### src/sv/pcrc_pkg.sv
package pcrc_pkg;

    localparam int DIV_W  = 24;
    localparam int RATE_W = 32;
    localparam int IDX_W  = 8;
    localparam int CFG_W  = 36;

    localparam logic [RATE_W-1:0] XTAL_HZ = 32'd50000000;

    localparam logic [IDX_W-1:0] REG_SYS_STATUS   = 8'd0;
    localparam logic [IDX_W-1:0] REG_SYS_POWER    = 8'd1;
    localparam logic [IDX_W-1:0] REG_SYS_FEEDBACK = 8'd2;
    localparam logic [IDX_W-1:0] REG_SYS_POSTDIV  = 8'd3;
    localparam logic [IDX_W-1:0] REG_AUX_STATUS   = 8'd4;
    localparam logic [IDX_W-1:0] REG_AUX_POWER    = 8'd5;
    localparam logic [IDX_W-1:0] REG_AUX_FEEDBACK = 8'd6;
    localparam logic [IDX_W-1:0] REG_AUX_POSTDIV  = 8'd7;

    localparam logic [4:0] GSRC_SYS_HALF = 5'd0;
    localparam logic [4:0] GSRC_AUX      = 5'd1;
    localparam logic [4:0] GSRC_XTAL     = 5'd2;
    localparam logic [1:0] USRC_XTAL     = 2'd0;
    localparam logic [1:0] USRC_SYS      = 2'd2;

    typedef enum logic [1:0] {
        CALC_IDLE,
        CALC_MUL,
        CALC_DIV
    } calc_state_t;

    // one item in flight through the divider row
    typedef struct packed {
        logic              valid;
        logic [DIV_W-1:0]  rem;
        logic [RATE_W-1:0] num;
        logic [RATE_W-1:0] quot;
        logic [DIV_W-1:0]  dv;
    } div_lane_t;

endpackage

### src/sv/pcrc_div_cell.sv
module pcrc_div_cell
    import pcrc_pkg::*;
(
    input  logic      clk,
    input  logic      rst_n,
    input  logic      adv,
    input  div_lane_t lane_in,
    output div_lane_t lane_out
);

    logic      valid_reg;
    div_lane_t lane_reg, lane_next;
    logic [DIV_W:0] trial;

    assign trial = {lane_in.rem, lane_in.num[RATE_W-1]};

    always_comb
    begin
        lane_next     = lane_in;
        lane_next.num = {lane_in.num[RATE_W-2:0], 1'b0};
        if (trial >= {1'b0, lane_in.dv})
        begin
            lane_next.rem  = DIV_W'(trial - {1'b0, lane_in.dv});
            lane_next.quot = {lane_in.quot[RATE_W-2:0], 1'b1};
        end
        else
        begin
            lane_next.rem  = trial[DIV_W-1:0];
            lane_next.quot = {lane_in.quot[RATE_W-2:0], 1'b0};
        end
    end

    always_ff @(posedge clk or negedge rst_n)
    begin
        if (!rst_n)
            valid_reg <= 1'b0;
        else if (adv)
            valid_reg <= lane_in.valid;
    end

    always_ff @(posedge clk)
    begin
        if (adv)
            lane_reg <= lane_next;
    end

    always_comb
    begin
        lane_out       = lane_reg;
        lane_out.valid = valid_reg;
    end

endmodule

### config.mk
export PLATFORM = sky130hd
export DESIGN_NAME = pcrc_div_cell
export DESIGN_NICKNAME = d
export VERILOG_FILES = /design/src/sv/pcrc_pkg.sv /design/src/sv/pcrc_div_cell.sv
export SDC_FILE = /design/constraint.sdc
export NUM_CORES = 1
export LEC_CHECK = 0
export ABC_AREA = 1
export BUFFER_PORTS_ARGS = -buffer_cell sky130_fd_sc_hd__buf_2
export CAP_MARGIN = 20
export CORE_UTILIZATION = 49
export DETAILED_ROUTE_END_ITERATION = 8
export GPL_ROUTABILITY_DRIVEN = 0
export GPL_TIMING_DRIVEN = 0
export PLACE_DENSITY = 0.81
export SETUP_SLACK_MARGIN = 0.3
export SLEW_MARGIN = 0
export SYNTH_ARGS = -nofsm -noshare
export SYNTH_HDL_FRONTEND = slang
export SYNTH_SLANG_ARGS = --single-unit
export TNS_END_PERCENT = 1
### constraint.sdc
create_clock -name clk -period 1 [get_ports clk]
set_input_delay 0.3 -clock clk [delete_from_list [all_inputs] [get_ports clk]]
set_output_delay 0.3 -clock clk [all_outputs]
set_load 0.01 [all_outputs]
Word level (Yosys, flattened, before mapping). Index checks and enable logic that the tools add are counted.

Logic and storage cells: 9. Bits in registers: 112. Output and inout port bits: 113.

$add $sub $neg: 1. $lt $le $gt $ge: 1. Muxes and demuxes: 2.

Operators by type and width (number): greater-or-equal comparator 25 x 24 -> 1 bit (1); two-way mux 24 bit (1); subtractor 24 bit (1); two-way mux 1 bit (1).

Longest topological paths before layout. Gate-level depths: netlist of the first run.

Depth in word-level cells: 2. Mapped depth: 14.

Least setup slack after synthesis of the first run. OpenSTA, ideal clock, no wires.

Kind: input -> register. From: in lane_in[11] in the netlist's numbering. To: reg lane_reg (netlist bit lane_out[107]), data pin. Library setup time: 253 ps. Data arrival time: 1651 ps. Cell stages on the path: 13. Setup slack: -904 ps. Buffers on the path: 1. Required time: 747 ps. Cells stage by stage: inv_1 -> ha_1 -> nand2_1 -> inv_1 -> nand2_1 -> nand2_1 -> nand2_1 -> nand2_1 -> a21oi_4 -> nand3_4 -> buf_6 -> nand2_1 -> nand2_1.

RTL lines: start, declared (RTL line pcrc_div_cell.sv:7) `input div_lane_t lane_in,`; end signal, assigned (RTL line pcrc_div_cell.sv:44) `lane_reg <= lane_next;`; end, declared (RTL line pcrc_div_cell.sv:12) `div_lane_t lane_reg, lane_next;`.

==> results of run 1 <==
==> cell type report <==
cell class	instances	area, sq um
timing repair buffer	284	1910
clock buffer	12	236
buffer	10	116
multi-input combinational	362	2500
clock inverter	4	77.6
sequential	112	3360
tap	143	179
fill	679	2570
inverter	118	473
==> kinds of logic after synthesis <==
family | Yosys count | share of synthesized area
adders and majority gates | 25 | 0.0560
muxes | 1 | 0.00197
buffers and inverters | 128 | 0.0888
DFF | 112 | 0.587
xor gates and xnor gates | 11 | 0.0168
AOI/OAI and AO/OA | 12 | 0.0129
and+or+nand+nor | 312 | 0.236
other | 1 | 0.000655
==> report_power, final <==
part | switching, mW | internal, mW
registers | 0.112 | 5.68
clock network | 1.63 | 2.22
logic | 1.97 | 1.56
total | 3.71 | 9.45
==> repair_timing <==
action	CTS	global route
setup buffers	42	11
setup endpoints to repair	249	185
endpoints found under the hold margin	1	0
resized for setup	117	79
cloned	3	0
hold buffers	1	0
pin swaps	57	47
==> routing by layer <==
metal | up-vias | GRT usage | routed length [um]
li1 | 2526 | - | -
met1 | 2649 | 0.328 | 6600
met2 | 383 | 0.532 | 9480
met3 | 103 | 0.0752 | 1820
met4 | 0 | 0.189 | 1180
met5 | - | 0 | 0
==> metrics by stage <==
step | area (sq um) | cells | util | setup WS (ns)
2_1_floorplan | 6070 | 602 | - | -0.766
3_3_place_gp | 7380 | 971 | 0.647 | -1.63
3_5_place_dp | 7410 | 972 | 0.649 | -1.26
4_1_cts | 8520 | 1034 | 0.746 | -0.684
5_1_grt | 8850 | 1045 | 0.775 | -0.842
6_report | 8850 | 1045 | 0.775 | -0.818
==> how the worst max path moves through the flow <==
stage                                   end        start  slack (ns)
floorplan           lane_out[100]$_DFFE_PP_  lane_in[17]       -0.77
global placement      valid_reg$_DFFE_PN0P_          adv       -1.63
detailed placement  lane_out[103]$_DFFE_PP_  lane_in[17]       -1.26
CTS                  lane_out[90]$_DFFE_PP_  lane_in[14]       -0.68
global route        lane_out[111]$_DFFE_PP_   lane_in[9]       -0.84
finish              lane_out[102]$_DFFE_PP_  lane_in[90]       -0.82
==> layout by cell type, fill, tap and decap left out, drive strengths merged, types with 2 or more instances in the layout <==
cell    instances
clkbuf         13
edfxtp        111
nand3          26
inv           120
bufinv          2
a21oi          11
ha             24
xor2           10
nor2           30
nor3            3
nand4          32
nand2         220
buf           292
==> results_dict.tcl, run 1 <==
set metrics [dict create \
    syn_area_sq_mm 0.00572 \
    ios 229 \
    grt_max_degree 66 \
    synthTopCellsByArea "edfxtp_1 58%, nand2_1 14%, inv_1 7.7%, ha_1 5.2%, nand4_1 3.5%" \
    fin_hold_ws_ns 0.118 \
    hp-start "lane_in[10]" \
    setup_viol 137 \
    yosysMostFrequentCell "nand2_1" \
    cts.sinks 112 \
    synth_top_area_share 0.583 \
    hold_depth 1 \
    setup_slack_ns -0.818 \
    routed_wl_um 19100 \
    cp.buffers_inverters 2 \
    initial_core_util 0.501 \
    rsz0062_at_grt "true" \
    fmax_mhz 550 \
    ys_async_sr_fraction 0.00893 \
    maxCapViolCount 0 \
    status "finished, violations left" \
    hold_viol 0 \
    synthCells 602 \
    p_leak_nw 4.33 \
    core_sq_mm 0.0114 \
    max_stage_delay_ns 0.29 \
    antenna_found_initial 0 \
    clk_pin_slew_ns 0.07 \
    crit_top_cell "nand2_1" \
    n_antenna_cell 0 \
    syn2layout_area_growth_pct 54.7 \
    synth_edf_count 111 \
    track_usage 0.303 \
    dp_hpwl_um 12400 \
    slew_viol_final 0 \
    cts_max_level 3 \
    yosysWarningCount 0 \
    via_per_inst 5.42 \
    tns_ns -37.11 \
    cts_max_path_buffers 2 \
    dr.pass1.iters 6 \
    required_ns 1.10 \
    yosys-top-cells-count "218 x nand2_1, 117 x inv_1, 111 x edfxtp_1, 32 x nand4_1, 27 x nor2_1" \
    cts_buffers 9 \
    avgSynthCellArea_sq_um 9.50 \
    die_area_sq_mm 0.0121 \
    portBuffers 226 \
    crit_type "input pin to register" \
    vias 5661 \
    cp_max_fo 3 \
    period_minus_slack_ns 1.82 \
    cp.depth 12 \
    rows 39 \
    hold_end "lane_out[10]$_DFFE_PP_" \
    ant_nets 0 \
    drive_above_1_share 0.512 \
    period_share 1.82 \
    finish.net_count 1038 \
    remaining_drc_errors 0 \
    yosysTopAreaCell "edfxtp_1" \
    routedWlPerCell_um 18.3 \
    grt_pass1_wl_um 27000 \
    ys.flop_type "edfxtp_1" \
    p_per_area_mw_per_mm2 1490 \
    ys_types 29 \
    end_kind "register" \
    reg2reg_from "valid_reg$_DFFE_PN0P_" \
    synth_seq_area_share 0.587 \
    failed_checks "setup timing" \
    insertion_delay_ns 0.35 \
    die_height_um 110 \
    cp-start-kind "input pin" \
    syn_nets 743 \
    cts_tree "yes" \
    r2r_setup_slack_ns 0.23 \
    p_total_mw 13.2 \
    arrival_ns 1.92 \
    grt_pass1_vias 5308 \
    hold_path_class "input pin to register" \
    skew_ns 0 \
    largest_reg_flops 111 \
    cts-root-buf "clkbuf_16" \
    worst_path_max_delay_cell "ha_4" \
    worst_r2r_endpoint "valid_reg$_DFFE_PN0P_" \
    ys_ff_latch 112 \
    die_w_um 110 \
    grt_overflow 0 \
    ir_drop_uv 1380 \
    ff2ff_path_depth 1 \
    crit_path_cell_trace "buf_2 -> ha_4 -> buf_4 -> nand2_1 -> nor2_1 -> nand2_1 -> nand3_1 -> nand3_1 -> nand3_1 -> nand2_1 -> nand2_2 -> nand2_1" \
    drt_iter0_drc 467 \
    cpLargestDelayFamily "simple AND/OR/NAND/NOR gates" \
]
Note: power is estimated with default switching activity, not from simulation.
==> inputs of run 2 (changes only) <==
--- a/config.mk
+++ b/config.mk
@@ -9,6 +9,7 @@
 export BUFFER_PORTS_ARGS = -buffer_cell sky130_fd_sc_hd__buf_2
 export CAP_MARGIN = 20
 export CORE_UTILIZATION = 49
+export CTS_BUF_LIST = sky130_fd_sc_hd__clkbuf_16
 export DETAILED_ROUTE_END_ITERATION = 8
 export GPL_ROUTABILITY_DRIVEN = 0
 export GPL_TIMING_DRIVEN = 0
==> results_dict.tcl, run 2 (synthesis results as in run 1) <==
set metrics [dict create \
    end_kind "register" \
    hold_depth 1 \
    reg2reg_from "valid_reg$_DFFE_PN0P_" \
    die_height_um 110 \
    finish.net_count 1038 \
    fin_hold_ws_ns 0.123 \
    dp_hpwl_um 12400 \
    skew_ns 0 \
    most-common-layout-cells "194 x buf_2, 149 x nand2_1, 111 x edfxtp_1" \
    ant_nets 0 \
    ir_drop_uv 1380 \
    grt_pass1_wl_um 27000 \
    cts_max_level 3 \
    portBuffers 226 \
    hold_path_class "input pin to register" \
    vias 5598 \
    grt_pass1_vias 5308 \
    cts_tree "yes" \
    ios 229 \
    rows 39 \
    fmax_mhz 553 \
    hp-start "lane_in[41]" \
    r2r_setup_slack_ns 0.23 \
    core_sq_mm 0.0114 \
    final_common_cell "buf_2" \
    arrival_ns 1.91 \
    required_ns 1.10 \
    failed_checks "setup timing" \
    largest_reg_flops 111 \
    cp_max_fo 3 \
    tns_ns -36.84 \
    clk_pin_slew_ns 0.07 \
    antenna_found_initial 0 \
    p_leak_nw 4.34 \
    syn2layout_area_growth_pct 54.7 \
    cp-start-kind "input pin" \
    setup_slack_ns -0.809 \
    grt_overflow 0 \
    n_antenna_cell 0 \
    hold_end "lane_out[42]$_DFFE_PP_" \
    via_per_inst 5.36 \
    insertion_delay_ns 0.35 \
    cts_buffers 9 \
    grt_max_degree 66 \
    routed_wl_um 19100 \
    cts.sinks 112 \
    setup_viol 137 \
    p_total_mw 13.1 \
    initial_core_util 0.501 \
    fillers 680 \
    period_share 1.81 \
    routedWlPerCell_um 18.2 \
    fin_area_sq_mm 0.00885 \
    worst_r2r_endpoint "valid_reg$_DFFE_PN0P_" \
    drive_above_1_share 0.513 \
    slew_viol_final 0 \
    period_minus_slack_ns 1.81 \
    remaining_drc_errors 0 \
    maxCapViolCount 0 \
    die_w_um 110 \
    rsz0062_at_grt "true" \
    dr.pass1.iters 6 \
    ff2ff_path_depth 1 \
    status "finished, violations left" \
    placed_area_sq_mm 0.00741 \
    cts_max_path_buffers 2 \
    die_area_sq_mm 0.0121 \
    p_per_area_mw_per_mm2 1480 \
    crit_type "input pin to register" \
    drt_iter0_drc 507 \
    cts-root-buf "clkbuf_16" \
    track_usage 0.303 \
    hold_viol 0 \
]
run 2: cell count changes in the layout (fill, tap and decap cells not counted):
| cell | change |
|---|---|
| nand2_1 | -1 |
| clkbuf_1 | -3 |
| buf_8 | -1 |
| inv_1 | +3 |
| nand2_2 | +1 |
| buf_6 | +1 |
run 2: worst max-delay path by stage:
stage | slack [ns] | endpoint | from
after floorplan | -0.77 | lane_out[100]$_DFFE_PP_ | lane_in[17]
after global placement | -1.63 | valid_reg$_DFFE_PN0P_ | adv
after detailed placement | -1.26 | lane_out[103]$_DFFE_PP_ | lane_in[17]
after CTS | -0.68 | lane_out[90]$_DFFE_PP_ | lane_in[14]
after global routing | -0.84 | lane_out[111]$_DFFE_PP_ | lane_in[9]
final | -0.81 | lane_out[102]$_DFFE_PP_ | lane_in[90]
run 2: cell type report:
| class | instances | area [sq um] | area share |
|---|---|---|---|
| multi-input cells | 362 | 2510 | 0.283 |
| clock inverters | 7 | 88.8 | 0.0100 |
| plain buffers | 10 | 116 | 0.0131 |
| clock buffers | 9 | 225 | 0.0254 |
| repair buffers | 284 | 1900 | 0.215 |
| inverters | 118 | 473 | 0.0534 |
| flip-flops and latches | 112 | 3360 | 0.379 |
| well taps | 143 | 179 | 0.0202 |
run 2: metal layers:
layer / vias to the layer above / part of all wire / track usage
li1: 2532 / - / -
met1: 2619 / 0.35 / 0.328
met2: 355 / 0.50 / 0.532
met3: 92 / 0.094 / 0.0752
met4: 0 / 0.055 / 0.189
met5: - / 0 / 0
run 2: worst max-delay path, stage by stage:
cell,delay (ns)
buf_2,0.12
ha_4,0.29
buf_4,0.12
nand2_1,0.10
nor2_1,0.17
nand2_1,0.09
nand3_1,0.20
nand3_1,0.19
nand3_1,0.13
nand2_1,0.08
nand2_2,0.07
nand2_1,0.06
run 2: metrics by stage:
| step | worst slack, ns | cells | utilization |
|---|---|---|---|
| after global routing | -0.842 | 1045 | 0.775 |
| after detailed placement | -1.26 | 972 | 0.649 |
| after CTS | -0.683 | 1034 | 0.746 |
| after floorplan | -0.766 | 602 | - |
| after global placement | -1.63 | 971 | 0.647 |
| final | -0.809 | 1045 | 0.775 |
run 2: report_power, final:
group	internal, mW	switching (mW)	leakage, nW
Sequential	5.68	0.112	1.10
Clock	2.19	1.61	0.164
Combinational	1.55	1.97	3.08
run 2: repair_timing:
item | in CTS | in global routing
endpoints found under the setup margin | 249 | 185
hold buffers | 1 | 0
gates cloned | 3 | 0
hold endpoints to repair | 1 | 0
pin swaps | 57 | 49
resized for setup | 118 | 78
setup buffers | 42 | 11
