`src/sv/pcrc_pkg.sv`:
```
package pcrc_pkg;

    localparam int DIV_W  = 24;
    localparam int RATE_W = 32;
    localparam int IDX_W  = 8;
    localparam int CFG_W  = 36;

    localparam logic [RATE_W-1:0] XTAL_HZ = 32'd50000000;

    localparam logic [IDX_W-1:0] REG_SYS_STATUS   = 8'd0;
    localparam logic [IDX_W-1:0] REG_SYS_POWER    = 8'd1;
    localparam logic [IDX_W-1:0] REG_SYS_FEEDBACK = 8'd2;
    localparam logic [IDX_W-1:0] REG_SYS_POSTDIV  = 8'd3;
    localparam logic [IDX_W-1:0] REG_AUX_STATUS   = 8'd4;
    localparam logic [IDX_W-1:0] REG_AUX_POWER    = 8'd5;
    localparam logic [IDX_W-1:0] REG_AUX_FEEDBACK = 8'd6;
    localparam logic [IDX_W-1:0] REG_AUX_POSTDIV  = 8'd7;

    localparam logic [4:0] GSRC_SYS_HALF = 5'd0;
    localparam logic [4:0] GSRC_AUX      = 5'd1;
    localparam logic [4:0] GSRC_XTAL     = 5'd2;
    localparam logic [1:0] USRC_XTAL     = 2'd0;
    localparam logic [1:0] USRC_SYS      = 2'd2;

    typedef enum logic [1:0] {
        CALC_IDLE,
        CALC_MUL,
        CALC_DIV
    } calc_state_t;

    // one item in flight through the divider row
    typedef struct packed {
        logic              valid;
        logic [DIV_W-1:0]  rem;
        logic [RATE_W-1:0] num;
        logic [RATE_W-1:0] quot;
        logic [DIV_W-1:0]  dv;
    } div_lane_t;

endpackage

```
`src/sv/pcrc_pll_calc.sv`:
```
module pcrc_pll_calc
    import pcrc_pkg::*;
(
    input  logic              clk,
    input  logic              rst_n,
    input  logic              start,
    input  logic [31:0]       status,
    input  logic [31:0]       power,
    input  logic [35:0]       feedback,
    input  logic [31:0]       postdiv,
    output logic              busy,
    output logic [RATE_W-1:0] rate
);

    calc_state_t state_reg, state_next;
    logic [5:0]  cnt_reg, cnt_next;
    logic [35:0] mult_reg, mult_next;
    logic [61:0] acc_reg, acc_next;
    logic [37:0] num_reg, num_next;
    logic [11:0] rem_reg, rem_next;
    logic [RATE_W-1:0] rate_reg, rate_next;

    logic [11:0] prod;
    logic        usable;
    logic [12:0] trial;

    assign prod   = 12'(status[5:0]) * 12'(postdiv[18:16]) * 12'(postdiv[14:12]);
    assign usable = status[31] && ((power[5:0] & 6'h29) == 6'd0) && (prod != 12'd0);
    assign trial  = {rem_reg, num_reg[37]};

    always_ff @(posedge clk or negedge rst_n)
    begin
        if (!rst_n)
        begin
            state_reg <= CALC_IDLE;
            rate_reg  <= '0;
        end
        else
        begin
            state_reg <= state_next;
            rate_reg  <= rate_next;
        end
    end

    always_ff @(posedge clk)
    begin
        cnt_reg  <= cnt_next;
        mult_reg <= mult_next;
        acc_reg  <= acc_next;
        num_reg  <= num_next;
        rem_reg  <= rem_next;
    end

    always_comb
    begin
        state_next = state_reg;
        cnt_next   = cnt_reg;
        mult_next  = mult_reg;
        acc_next   = acc_reg;
        num_next   = num_reg;
        rem_next   = rem_reg;
        rate_next  = rate_reg;
        case (state_reg)
            CALC_MUL:
            begin
                // msb first shift-add of 50 MHz times feedback
                acc_next  = {acc_reg[60:0], 1'b0} +
                            (mult_reg[35] ? {30'd0, XTAL_HZ} : 62'd0);
                mult_next = {mult_reg[34:0], 1'b0};
                cnt_next  = cnt_reg - 6'd1;
                if (cnt_reg == 6'd0)
                begin
                    state_next = CALC_DIV;
                    num_next   = acc_next[61:24];
                    rem_next   = '0;
                    cnt_next   = 6'd37;
                end
            end
            CALC_DIV:
            begin
                if (trial >= {1'b0, prod})
                begin
                    rem_next = 12'(trial - {1'b0, prod});
                    num_next = {num_reg[36:0], 1'b1};
                end
                else
                begin
                    rem_next = trial[11:0];
                    num_next = {num_reg[36:0], 1'b0};
                end
                cnt_next = cnt_reg - 6'd1;
                if (cnt_reg == 6'd0)
                begin
                    state_next = CALC_IDLE;
                    rate_next  = (usable && num_next[37:32] == 6'd0) ? num_next[31:0] : '0;
                end
            end
            default:
            begin
            end
        endcase
        if (start)
        begin
            state_next = CALC_MUL;
            cnt_next   = 6'd35;
            acc_next   = '0;
            mult_next  = power[2] ? {feedback[35:24], 24'd0} : feedback;
        end
    end

    assign busy = (state_reg != CALC_IDLE);
    assign rate = rate_reg;

endmodule

```
`config.mk`:
```
export PLATFORM = sky130hd
export DESIGN_NAME = pcrc_pll_calc
export DESIGN_NICKNAME = d
export VERILOG_FILES = /design/src/sv/pcrc_pkg.sv /design/src/sv/pcrc_pll_calc.sv
export SDC_FILE = /design/constraint.sdc
export NUM_CORES = 1
export LEC_CHECK = 0
export BUFFER_PORTS_ARGS = -buffer_cell sky130_fd_sc_hd__buf_4
export CORE_UTILIZATION = 30
export DETAILED_ROUTE_END_ITERATION = 16
export GPL_ROUTABILITY_DRIVEN = 0
export PLACE_DENSITY = 0.53
export SYNTH_ARGS = -nofsm -noshare
export SYNTH_HDL_FRONTEND = slang
export SYNTH_SLANG_ARGS = --single-unit
```
`constraint.sdc`:
```
create_clock -name clk -period 16.75 [get_ports clk]
set_clock_uncertainty 0.15 [all_clocks]
set_input_delay 0 -clock clk [delete_from_list [all_inputs] [get_ports clk]]
set_output_delay 0 -clock clk [all_outputs]
set_load 0.01 [all_outputs]
```
# Word-level counts from Yosys, hierarchy flattened
# Cells that the tools add are included.
word_totals:
  reg_bits: 187
  inputBits: 135
  word_cells: 50
classes:
  n_addsub: 3
  n_mul: 2
  magnitude_cmp: 1
  eq_ne: 5
  mux: 18
  reduce_logical: 14
op_table:
  columns: ["cell", "count"]
  rows:
  - ["$mux W38", 2]
  - ["$pmux W38 S2", 1]
  - ["$mux W36", 2]
  - ["$add A62 B26 Y62", 1]
  - ["$mux W32", 1]
  - ["$mux W26", 1]
  - ["$mux W12", 2]
  - ["$mux W24", 1]
  - ["$pmux W12 S2", 1]
  - ["$logic_not A6 Y1", 3]
  - ["$ge A13 B12 Y1", 1]
  - ["$mul A9 B3 Y12", 1]
  - ["$pmux W6 S2", 1]
  - ["$reduce_bool A12 Y1", 1]
  - ["$sub A12 B12 Y12", 1]
  - ["$mul A6 B3 Y9", 1]
  - ["$mux W2", 3]
  - ["$mux W6", 1]
  - ["$ne A3 B3 Y1 const B", 2]
  - ["$reduce_bool A2 Y1", 3]
  - ["$sub A6 B1 Y6 const B", 1]
  - ["$pmux W2 S2", 1]
  - ["$reduce_and A2 Y1", 2]
  - ["$logic_and A1 B1 Y1", 3]
  - ["other kinds (6)", 6]

# Logic depth before layout (Yosys ltp)
# Gate-level depths: netlist (run 1).
logic_depth:
  word_depth: 8
  depth_mapped: 26

# Worst setup path after synthesis (run 1)
# Ideal clock, no wire load.
synth_timing:
  path_type: "input-to-reg"
  start: "input port status[3]"
  end: "register num_reg[0] (data pin)"
  setup_time_ns: 0.260
  arrival_time_ns: 5.289
  required_ns: 16.340
  slack_ns: 11.051
  path_stages: 22
  path_cell_list: "and2_1 > fa_1 > ha_1 > a21o_1 > a21oi_1 > o21bai_1 > a21oi_1 > xnor2_1 > and2_1 > fa_1 > ha_1 > and3_1 > a2111o_1 > xnor2_1 > ha_1 > a211oi_1 > inv_1 > o31a_1 > o311ai_2 > nand3_1 > buf_2 > mux2_2"
synth_via:
  elab_chain_len: 6
synth_rtl:
  columns: ["item", "line_no", "text"]
  rows:
  - ["start, declared", "pcrc_pll_calc.sv:7", "input logic [31:0] status,"]
  - ["$mul A6 B3 Y9", "pcrc_pll_calc.sv:27", "assign prod = 12'(status[5:0]) * 12'(postdiv[18:16]) * 12'(postdiv[14:12]);"]
  - ["$mul A9 B3 Y12", "pcrc_pll_calc.sv:27", null]
  - ["$ge A13 B12 Y1", "pcrc_pll_calc.sv:81", "if (trial >= {1'b0, prod})"]
  - ["$mux W1", "pcrc_pll_calc.sv:81", null]
  - ["$mux W38", "pcrc_pll_calc.sv:63", "case (state_reg)"]
  - ["$pmux W38 S2", "pcrc_pll_calc.sv:63", null]
  - ["net num_next[0]", "pcrc_pll_calc.sv:19", "logic [37:0] num_reg, num_next;"]
  - ["end signal, assigned", "pcrc_pll_calc.sv:50", "num_reg <= num_next;"]
  - ["end, declared", "pcrc_pll_calc.sv:19", null]
# The timed path passes the listed nets, and every way through them passes these cells. The select of a mux whose other input is x is not followed.
# A chain may end at the register's enable or synchronous reset.

# Worst setup path after layout (run 1)
layout_timing:
  start: "input port postdiv[18]"
  end: "register num_reg[0] (data pin)"
layout_via:
  elab_chain_len: 6
layout_rtl:
  columns: ["item", "line_no", "text"]
  rows:
  - ["start, declared", "pcrc_pll_calc.sv:10", "input logic [31:0] postdiv,"]
  - ["$mul A6 B3 Y9", "pcrc_pll_calc.sv:27", null]
  - ["$mul A9 B3 Y12", "pcrc_pll_calc.sv:27", null]
  - ["$ge A13 B12 Y1", "pcrc_pll_calc.sv:81", null]
  - ["$mux W1", "pcrc_pll_calc.sv:81", null]
  - ["$mux W38", "pcrc_pll_calc.sv:63", null]
  - ["$pmux W38 S2", "pcrc_pll_calc.sv:63", null]
  - ["net num_next[0]", "pcrc_pll_calc.sv:19", null]
# The timed path passes the listed nets, and every way through them passes these cells. The select of a mux whose other input is x is not followed.

==> run metrics, run 1 <==
status completed; IR Drop Worst-Case VDD between 0.07 and 0.08 mV; floorplan die height around 190 um; number of antenna cells inserted 0; ys async rst share about a fifth; boundary pin count 168; cell area power density roughly 100 nW/um^2; CP Data Arrival Time between 6 and 7 ns; number of sinks on the clock net 180; via total after detailed routing 8252; CORE AREA 33900 um^2; DRT iter0 DRCs 443; count of port buffers added during placement 88; number of hold-slack violations in the final timing report 0; effective utilization at floorplan a little under a third; area grow syn2layout 21.9%; fraction of synthesized cell area taken by the top area cell type between 20% and 30%; type of the worst min-delay path primary input to register; netlist area before placement approximately 10000 um^2; reg2reg path depth 11; routed wire length per instance ~15 um; per-instance average area after synthesis just under 10 um^2; clk slew on worst S/H paths roughly 0.07 ns; worst setup path start postdiv[18]; Worst Setup Slack post-DPL ~10 ns; leakage dissipation 5.19 nW; TritonCTS Buffers 17; RSZ-0062 raised after global routing no; number of post-CTS setup repair buffers 0; flip-flop and latch area about 4600 um^2; Unique masters post-synth 69; count of flip-flops with a built-in enable after synthesis 86; setup TNS 0 ns; CP Max Fanout 11; maximum number of pins on one net before global-route repair 90; cell type with the highest aggregate area in the netlist edfxtp_1; Core Rows 67; # nets final ~1400; setup slack of the worst register-to-register path 12.90 ns; end point of the critical path num_reg[0]$_DFFE_PP_; detailed-router iteration count before antenna repair 5; share of synthesized area occupied by flip-flops and latches 44.5%; worst r2r dst acc_reg[60]$_SDFFE_PP0P_; Largest register FFs 54; insertion delay to the later sink of the worst-skew pair roughly 0.43 ns; share of layout cells above drive strength 1 roughly 14%; Slew Limit Headroom around 34%; area of all placed cells without fillers ~13000 um^2; shortest clock period the worst path allows after layout 6.26 ns; Setup CP Type primary input to register; crit end category register; final WL roughly 24000 um; global route overflow 0; data required time at the worst endpoint ~17 ns; final setup fails 0; post-route worst hold slack between 0.2 and 0.25 ns; most common library cell in the layout ignoring fill and taps nor2_1; fin cells 1655; predominant post-synthesis flop cell edfxtp_1; vias per cell around 5.0; vias in the first global route 8062; die width 188 um; area of the die 35500 um^2; Clock Tree Root clkbuf_16; synth warn 0; TritonCTS clock tree yes; Routed Antenna Nets 0; Area after DPL ~12000 um^2; multi-input gate area in the final layout between 5000 and 6000 um^2; depth of the CTS H-tree 4; All-Layer GR Usage ~14%; Final Util between 30 and 40%; number of max-cap violations 0; portion of the clock cycle consumed by the worst path in the final layout between 30% and 40%; Cells after DPL between 1500 and 2000; Detail Placement HPWL roughly 16000 um; timing-limited maximum frequency 160 MHz; Overall Power about 1.3 mW; antenna violations before repair 0; filler cell count in the final layout 3441; most area-consuming cells after synthesis edfxtp_1 (25%), dfxtp_1 (12%), dfrtp_1 (8.2%), ha_1 (5.5%), nor2_1 (3.9%); Critical Path Source Type primary input; transition time at the pin with the least slew margin around 1.0 ns; number of instances in the synthesized netlist roughly 1100; maximum count of clock buffers along a single path 2; Worst Slack Setup Final around 10 ns; wire length of the first global-routing pass 40700 um; synthesis-stage register bit count 180; synthesized net count 1275; max-slew violations 0; remaining design rule violation count 0; startpoint of the worst register-to-register path mult_reg[35]$_DFFE_PP_; commonest non-fill, non-tap cells in the layout nor2_1 (109), nand2_1 (101), buf_4 (101)
==> worst min path at each step <==
stage,from,end,slack (ns),cells after the start
after CTS,status[0],rem_reg[0]$_SDFFCE_PN0P_,0.21,5
after global placement,rst_n,rate[15]$_DFFE_PN0P_,-0.14,1
after detailed placement,rst_n,rate[15]$_DFFE_PN0P_,-0.14,1
after floorplan,rst_n,rate[0]$_DFFE_PN0P_,-0.45,0
final,status[0],rem_reg[0]$_SDFFCE_PN0P_,0.23,5
after global routing,feedback[0],mult_reg[0]$_SDFFCE_PP0P_,0.25,3
==> layer usage <==
metal	part of all wire [%]	vias up	global-route usage [%]
met5	0	-	0
met2	48	121	23.1
li1	-	4171	-
met1	49	3948	19.1
met3	2.9	12	2.33
met4	0.58	0	2.61
==> synthesized netlist by cell type, types with 4 or more instances <==
master	number
a2111oi_0	7
a211oi_1	29
a21o_1	15
a21oi_1	40
a22o_1	32
a311oi_1	23
a31oi_1	28
and2_1	18
and3_1	8
and4_1	6
buf_1	4
clkbuf_1	52
dfrtp_1	34
dfxtp_1	60
edfxtp_1	86
fa_1	15
ha_1	46
inv_1	74
mux2_2	14
mux2i_1	20
nand2_1	101
nand2b_1	9
nand3_1	19
nand4_1	15
nor2_1	109
nor2b_1	8
nor3_1	6
nor3b_1	5
nor4_1	7
o21ai_0	55
o311ai_0	5
o31ai_1	11
or3_1	18
or4_1	9
xnor2_1	33
xor2_1	8
==> critical path, cell delays in order <==
cell and delay (ns):
buf_4 0.11, nand2_1 0.08, fa_1 0.53, inv_1 0.04, ha_1 0.21, fa_1 0.41, a21oi_1 0.14, nor2_1 0.06
nor2_1 0.18, xnor2_1 0.20, nand2_1 0.13, fa_1 0.50, inv_1 0.04, ha_1 0.34, and3_1 0.19, a2111o_1 0.45
xnor2_1 0.22, ha_1 0.34, a211oi_1 0.33, inv_1 0.09, o31a_1 0.34, o311ai_2 0.29, nand3_1 0.56, mux2_2 0.49
==> logic make-up (layout without fill, tap and decap cells) <==
family,count (synthesis),count (layout),synth area share (%)
and+or+nand+nor,355,355,16.8
AOI/OAI and AO/OA,270,270,18.0
DFF,180,180,44.5
buffers and inverters,136,264,5.14
adders and majority gates,62,62,8.51
xor gates and xnor gates,42,42,3.60
muxes,34,34,3.44
==> timing repair <==
| action | in CTS | in global routing |
|---|---|---|
| hold buffers | 56 | 0 |
| gates resized for setup | 0 | 0 |
| endpoints found under the hold margin | 70 | 0 |
==> power by group <==
part	total (mW)	switching [mW]	internal (mW)
Clock	0.423	0.195	0.228
Sequential	0.508	0.0196	0.488
Combinational	0.351	0.195	0.156
==> cell type report <==
type / count / share of cell area (%)
tap: 448 / 4.41
sequential: 180 / 36.5
clock inverter: 14 / 1.45
clock buffer: 18 / 3.38
timing repair buffer: 157 / 10.5
inverter: 75 / 2.22
multi-input combinational: 763 / 41.6
Note: power is estimated with default switching activity, not from simulation.
==> run 2: changes to the inputs <==
Settings changed: PLACE_DENSITY 0.53 to 0.54.
Clock period 16.75 ns to 5.5 ns, I/O delays scaled along.
==> run metrics, run 2 (synthesized netlist as in run 1, its figures left out) <==
timing-limited maximum frequency 189 MHz; number of sinks on the clock net 180 (unchanged); leakage dissipation 5.42 nW (was 5.19 nW); Clock Tree Root clkbuf_16 (unchanged); insertion delay to the later sink of the worst-skew pair 0.44 ns (was 0.43 ns); kind of cell adding the most delay to the critical path adder cells (unchanged); number of hold-slack violations in the final timing report 0 (unchanged); Cell Chain, Critical Path buf_4 > and2_1 > fa_1 > ha_1 > a21o_1 > a21oi_2 > o21bai_1 > a21oi_1 > xnor2_1 > and2_1 > fa_1 > ha_4 > and3_1 > a2111o_1 > xnor2_2 > ha_1 > a211oi_2 > inv_1 > o31a_1 > o311ai_2 > nand3_2 > buf_8 > mux2i_1 (was buf_4 > nand2_1 > fa_1 > inv_1 > ha_1 > fa_1 > a21oi_1 > nor2_1 > nor2_1 > xnor2_1 > nand2_1 > fa_1 > inv_1 > ha_1 > and3_1 > a2111o_1 > xnor2_1 > ha_1 > a211oi_1 > inv_1 > o31a_1 > o311ai_2 > nand3_1 > mux2_2); # nets final 1431 (was 1390); filler cell count in the final layout 3349 (was 3441); depth of the CTS H-tree 4 (unchanged); Core Rows 67 (unchanged); max-slew violations 0 (unchanged); area grow syn2layout 26.0% (was 21.9%); remaining design rule violation count 0 (unchanged); shortest clock period the worst path allows after layout between 5 and 6 ns; number of antenna cells inserted 0 (unchanged); number of max-cap violations 0 (unchanged); IR Drop Worst-Case VDD 0.230 mV (was 0.0701 mV); sum of buffers and inverters on the critical path 3 (was 4); maximum count of clock buffers along a single path 2 (unchanged); area of all placed cells without fillers 13100 um^2 (was 12700 um^2); All-Layer GR Usage 14.0% (was 13.9%); type of the worst min-delay path primary input to register (unchanged); CP Max Fanout 9 (was 11); boundary pin count 168 (unchanged); global route overflow 0 (unchanged); Largest register FFs 54 (unchanged); floorplan die height 188 um (unchanged); count of port buffers added during placement 88 (unchanged); TritonCTS clock tree yes (unchanged); Routed Antenna Nets 0 (unchanged); commonest non-fill, non-tap cells in the layout buf_4 (138), nor2_1 (108), nand2_1 (101) (was nor2_1 (109), nand2_1 (101), buf_4 (101)); cell area power density 310 nW/um^2 (was 101 nW/um^2); final setup fails 0 (unchanged); wire length of the first global-routing pass 40700 um (about the same); transition time at the pin with the least slew margin 1.00 ns (was 0.996 ns); Combinational Power Share 31.0% (was 27.4%); relative contribution of the clock network to total power 31.0% (was 33.0%); most common library cell in the layout ignoring fill and taps buf_4 (was nor2_1); Setup CP Type primary input to register (unchanged); via total after detailed routing 8514 (was 8252); P_sw 1.32 mW (was 0.410 mW); design internal power 2.75 mW (was 0.872 mW); Area after DPL 11800 um^2 (was 11500 um^2); routed wire length per instance 14.7 um (was 14.8 um); Detail Placement HPWL 16300 um (about the same); Overall Power 4.07 mW (was 1.28 mW); clk slew on worst S/H paths 0.07 ns (about the same); maximum number of pins on one net before global-route repair 91 (was 90); status completed (unchanged); CP Data Arrival Time 5.32 ns (was 6.30 ns); Critical Path Source Type primary input (unchanged); largest incremental delay on the critical path 0.59 ns (was 0.56 ns); cell with the largest stage delay on the worst path fa_1 (was nand3_1); vias per cell 5.02 (was 4.99); crit end category register (unchanged); share of layout cells above drive strength 1 17.7% (was 13.8%); data required time at the worst endpoint 5.54 ns (was 16.78 ns); DRT iter0 DRCs 474 (was 443); TritonCTS Buffers 17 (unchanged); portion of the clock cycle consumed by the worst path in the final layout a little over nine tenths; final WL 25000 um (was 24400 um); proportion of total power due to net switching 32.6% (was 32.0%); CORE AREA 33900 um^2 (unchanged); area of the die 35500 um^2 (unchanged); vias in the first global route 8118 (was 8062); detailed-router iteration count before antenna repair 5 (unchanged); effective utilization at floorplan 30.7% (unchanged); Slew Limit Headroom 32.8% (was 33.6%); register share of total power 38.0% (was 39.6%); die width 188 um (unchanged); antenna violations before repair 0 (unchanged)
## run 2: what timing repair did
| action | in CTS | in global routing |
|---|---|---|
| endpoints found under the setup margin | 0 | 14 |
| hold buffers | 59 | 0 |
| setup buffers | 0 | 4 |
| resized for setup | 0 | 17 |
| hold endpoints to repair | 78 | 0 |
## run 2: worst min-delay path, cell delays in order
cell	delay, ns
dlygate4sd3_1	0.52
buf_4	0.09
nand2_1	0.04
o21ai_0	0.07
## run 2: final timing paths
check	start	endpoint	slack (ns)	depth (start not counted)
worst max register to register	mult_reg[35]$_DFFE_PP_	num_reg[32]$_DFFE_PP_	1.62	10
worst max-delay path	status[2]	rem_reg[4]$_SDFFCE_PN0P_	0.22	23
worst min register to register	acc_reg[20]$_SDFFE_PP0P_	acc_reg[20]$_SDFFE_PP0P_	0.33	2
min in group asynchronous	rst_n	rate[18]$_DFFE_PN0P_	0.46	4
worst min-delay path	feedback[1]	mult_reg[1]$_DFFE_PP_	0.25	4
max in group asynchronous	rst_n	rate[30]$_DFFE_PN0P_	4.55	4
## run 2: area by class of cell
| cell class | count | area, um^2 | area share (%) |
|---|---|---|---|
| multi-input cells | 763 | 5380 | 41.0 |
| flip-flops and latches | 180 | 4630 | 35.3 |
| repair buffers | 198 | 1650 | 12.6 |
| well taps | 448 | 561 | 4.27 |
| clock buffers | 19 | 464 | 3.54 |
| inverters | 75 | 282 | 2.15 |
| clock inverters | 13 | 150 | 1.14 |
## run 2: power groups by stage
stage                     combinational, mW  clock [mW]  sequential [mW]
final                                  1.26        1.26             1.55
after CTS                              1.21        1.29             1.55
after floorplan                       0.804           0             1.55
after global placement                 1.15           0             1.57
after global routing                   1.40        1.35             1.56
after detailed placement               1.16           0             1.58
## run 2: stage by stage
step	TNS, ns	instances	hold WS [ns]	util (%)	setup WS (ns)
2_1_floorplan	-0.120	1079	-0.446	-	-0.120
3_3_place_gp	-3.24	1601	-0.163	34.8	-0.278
3_5_place_dp	-4.95	1601	-0.158	34.8	-0.423
4_1_cts	0	1692	0.216	38.4	0.0506
5_1_grt	-0.410	1696	0.244	38.7	-0.0640
6_report	0	1696	0.254	38.7	0.222
## run 2: layer usage
metal  track usage (%)  wire length (um)  vias up
met5                 0                 0        -
met2              22.1             11300      151
met1              19.9             12600     4076
li1                  -                 -     4270
met4              3.82               283        0
met3              2.10               836       17
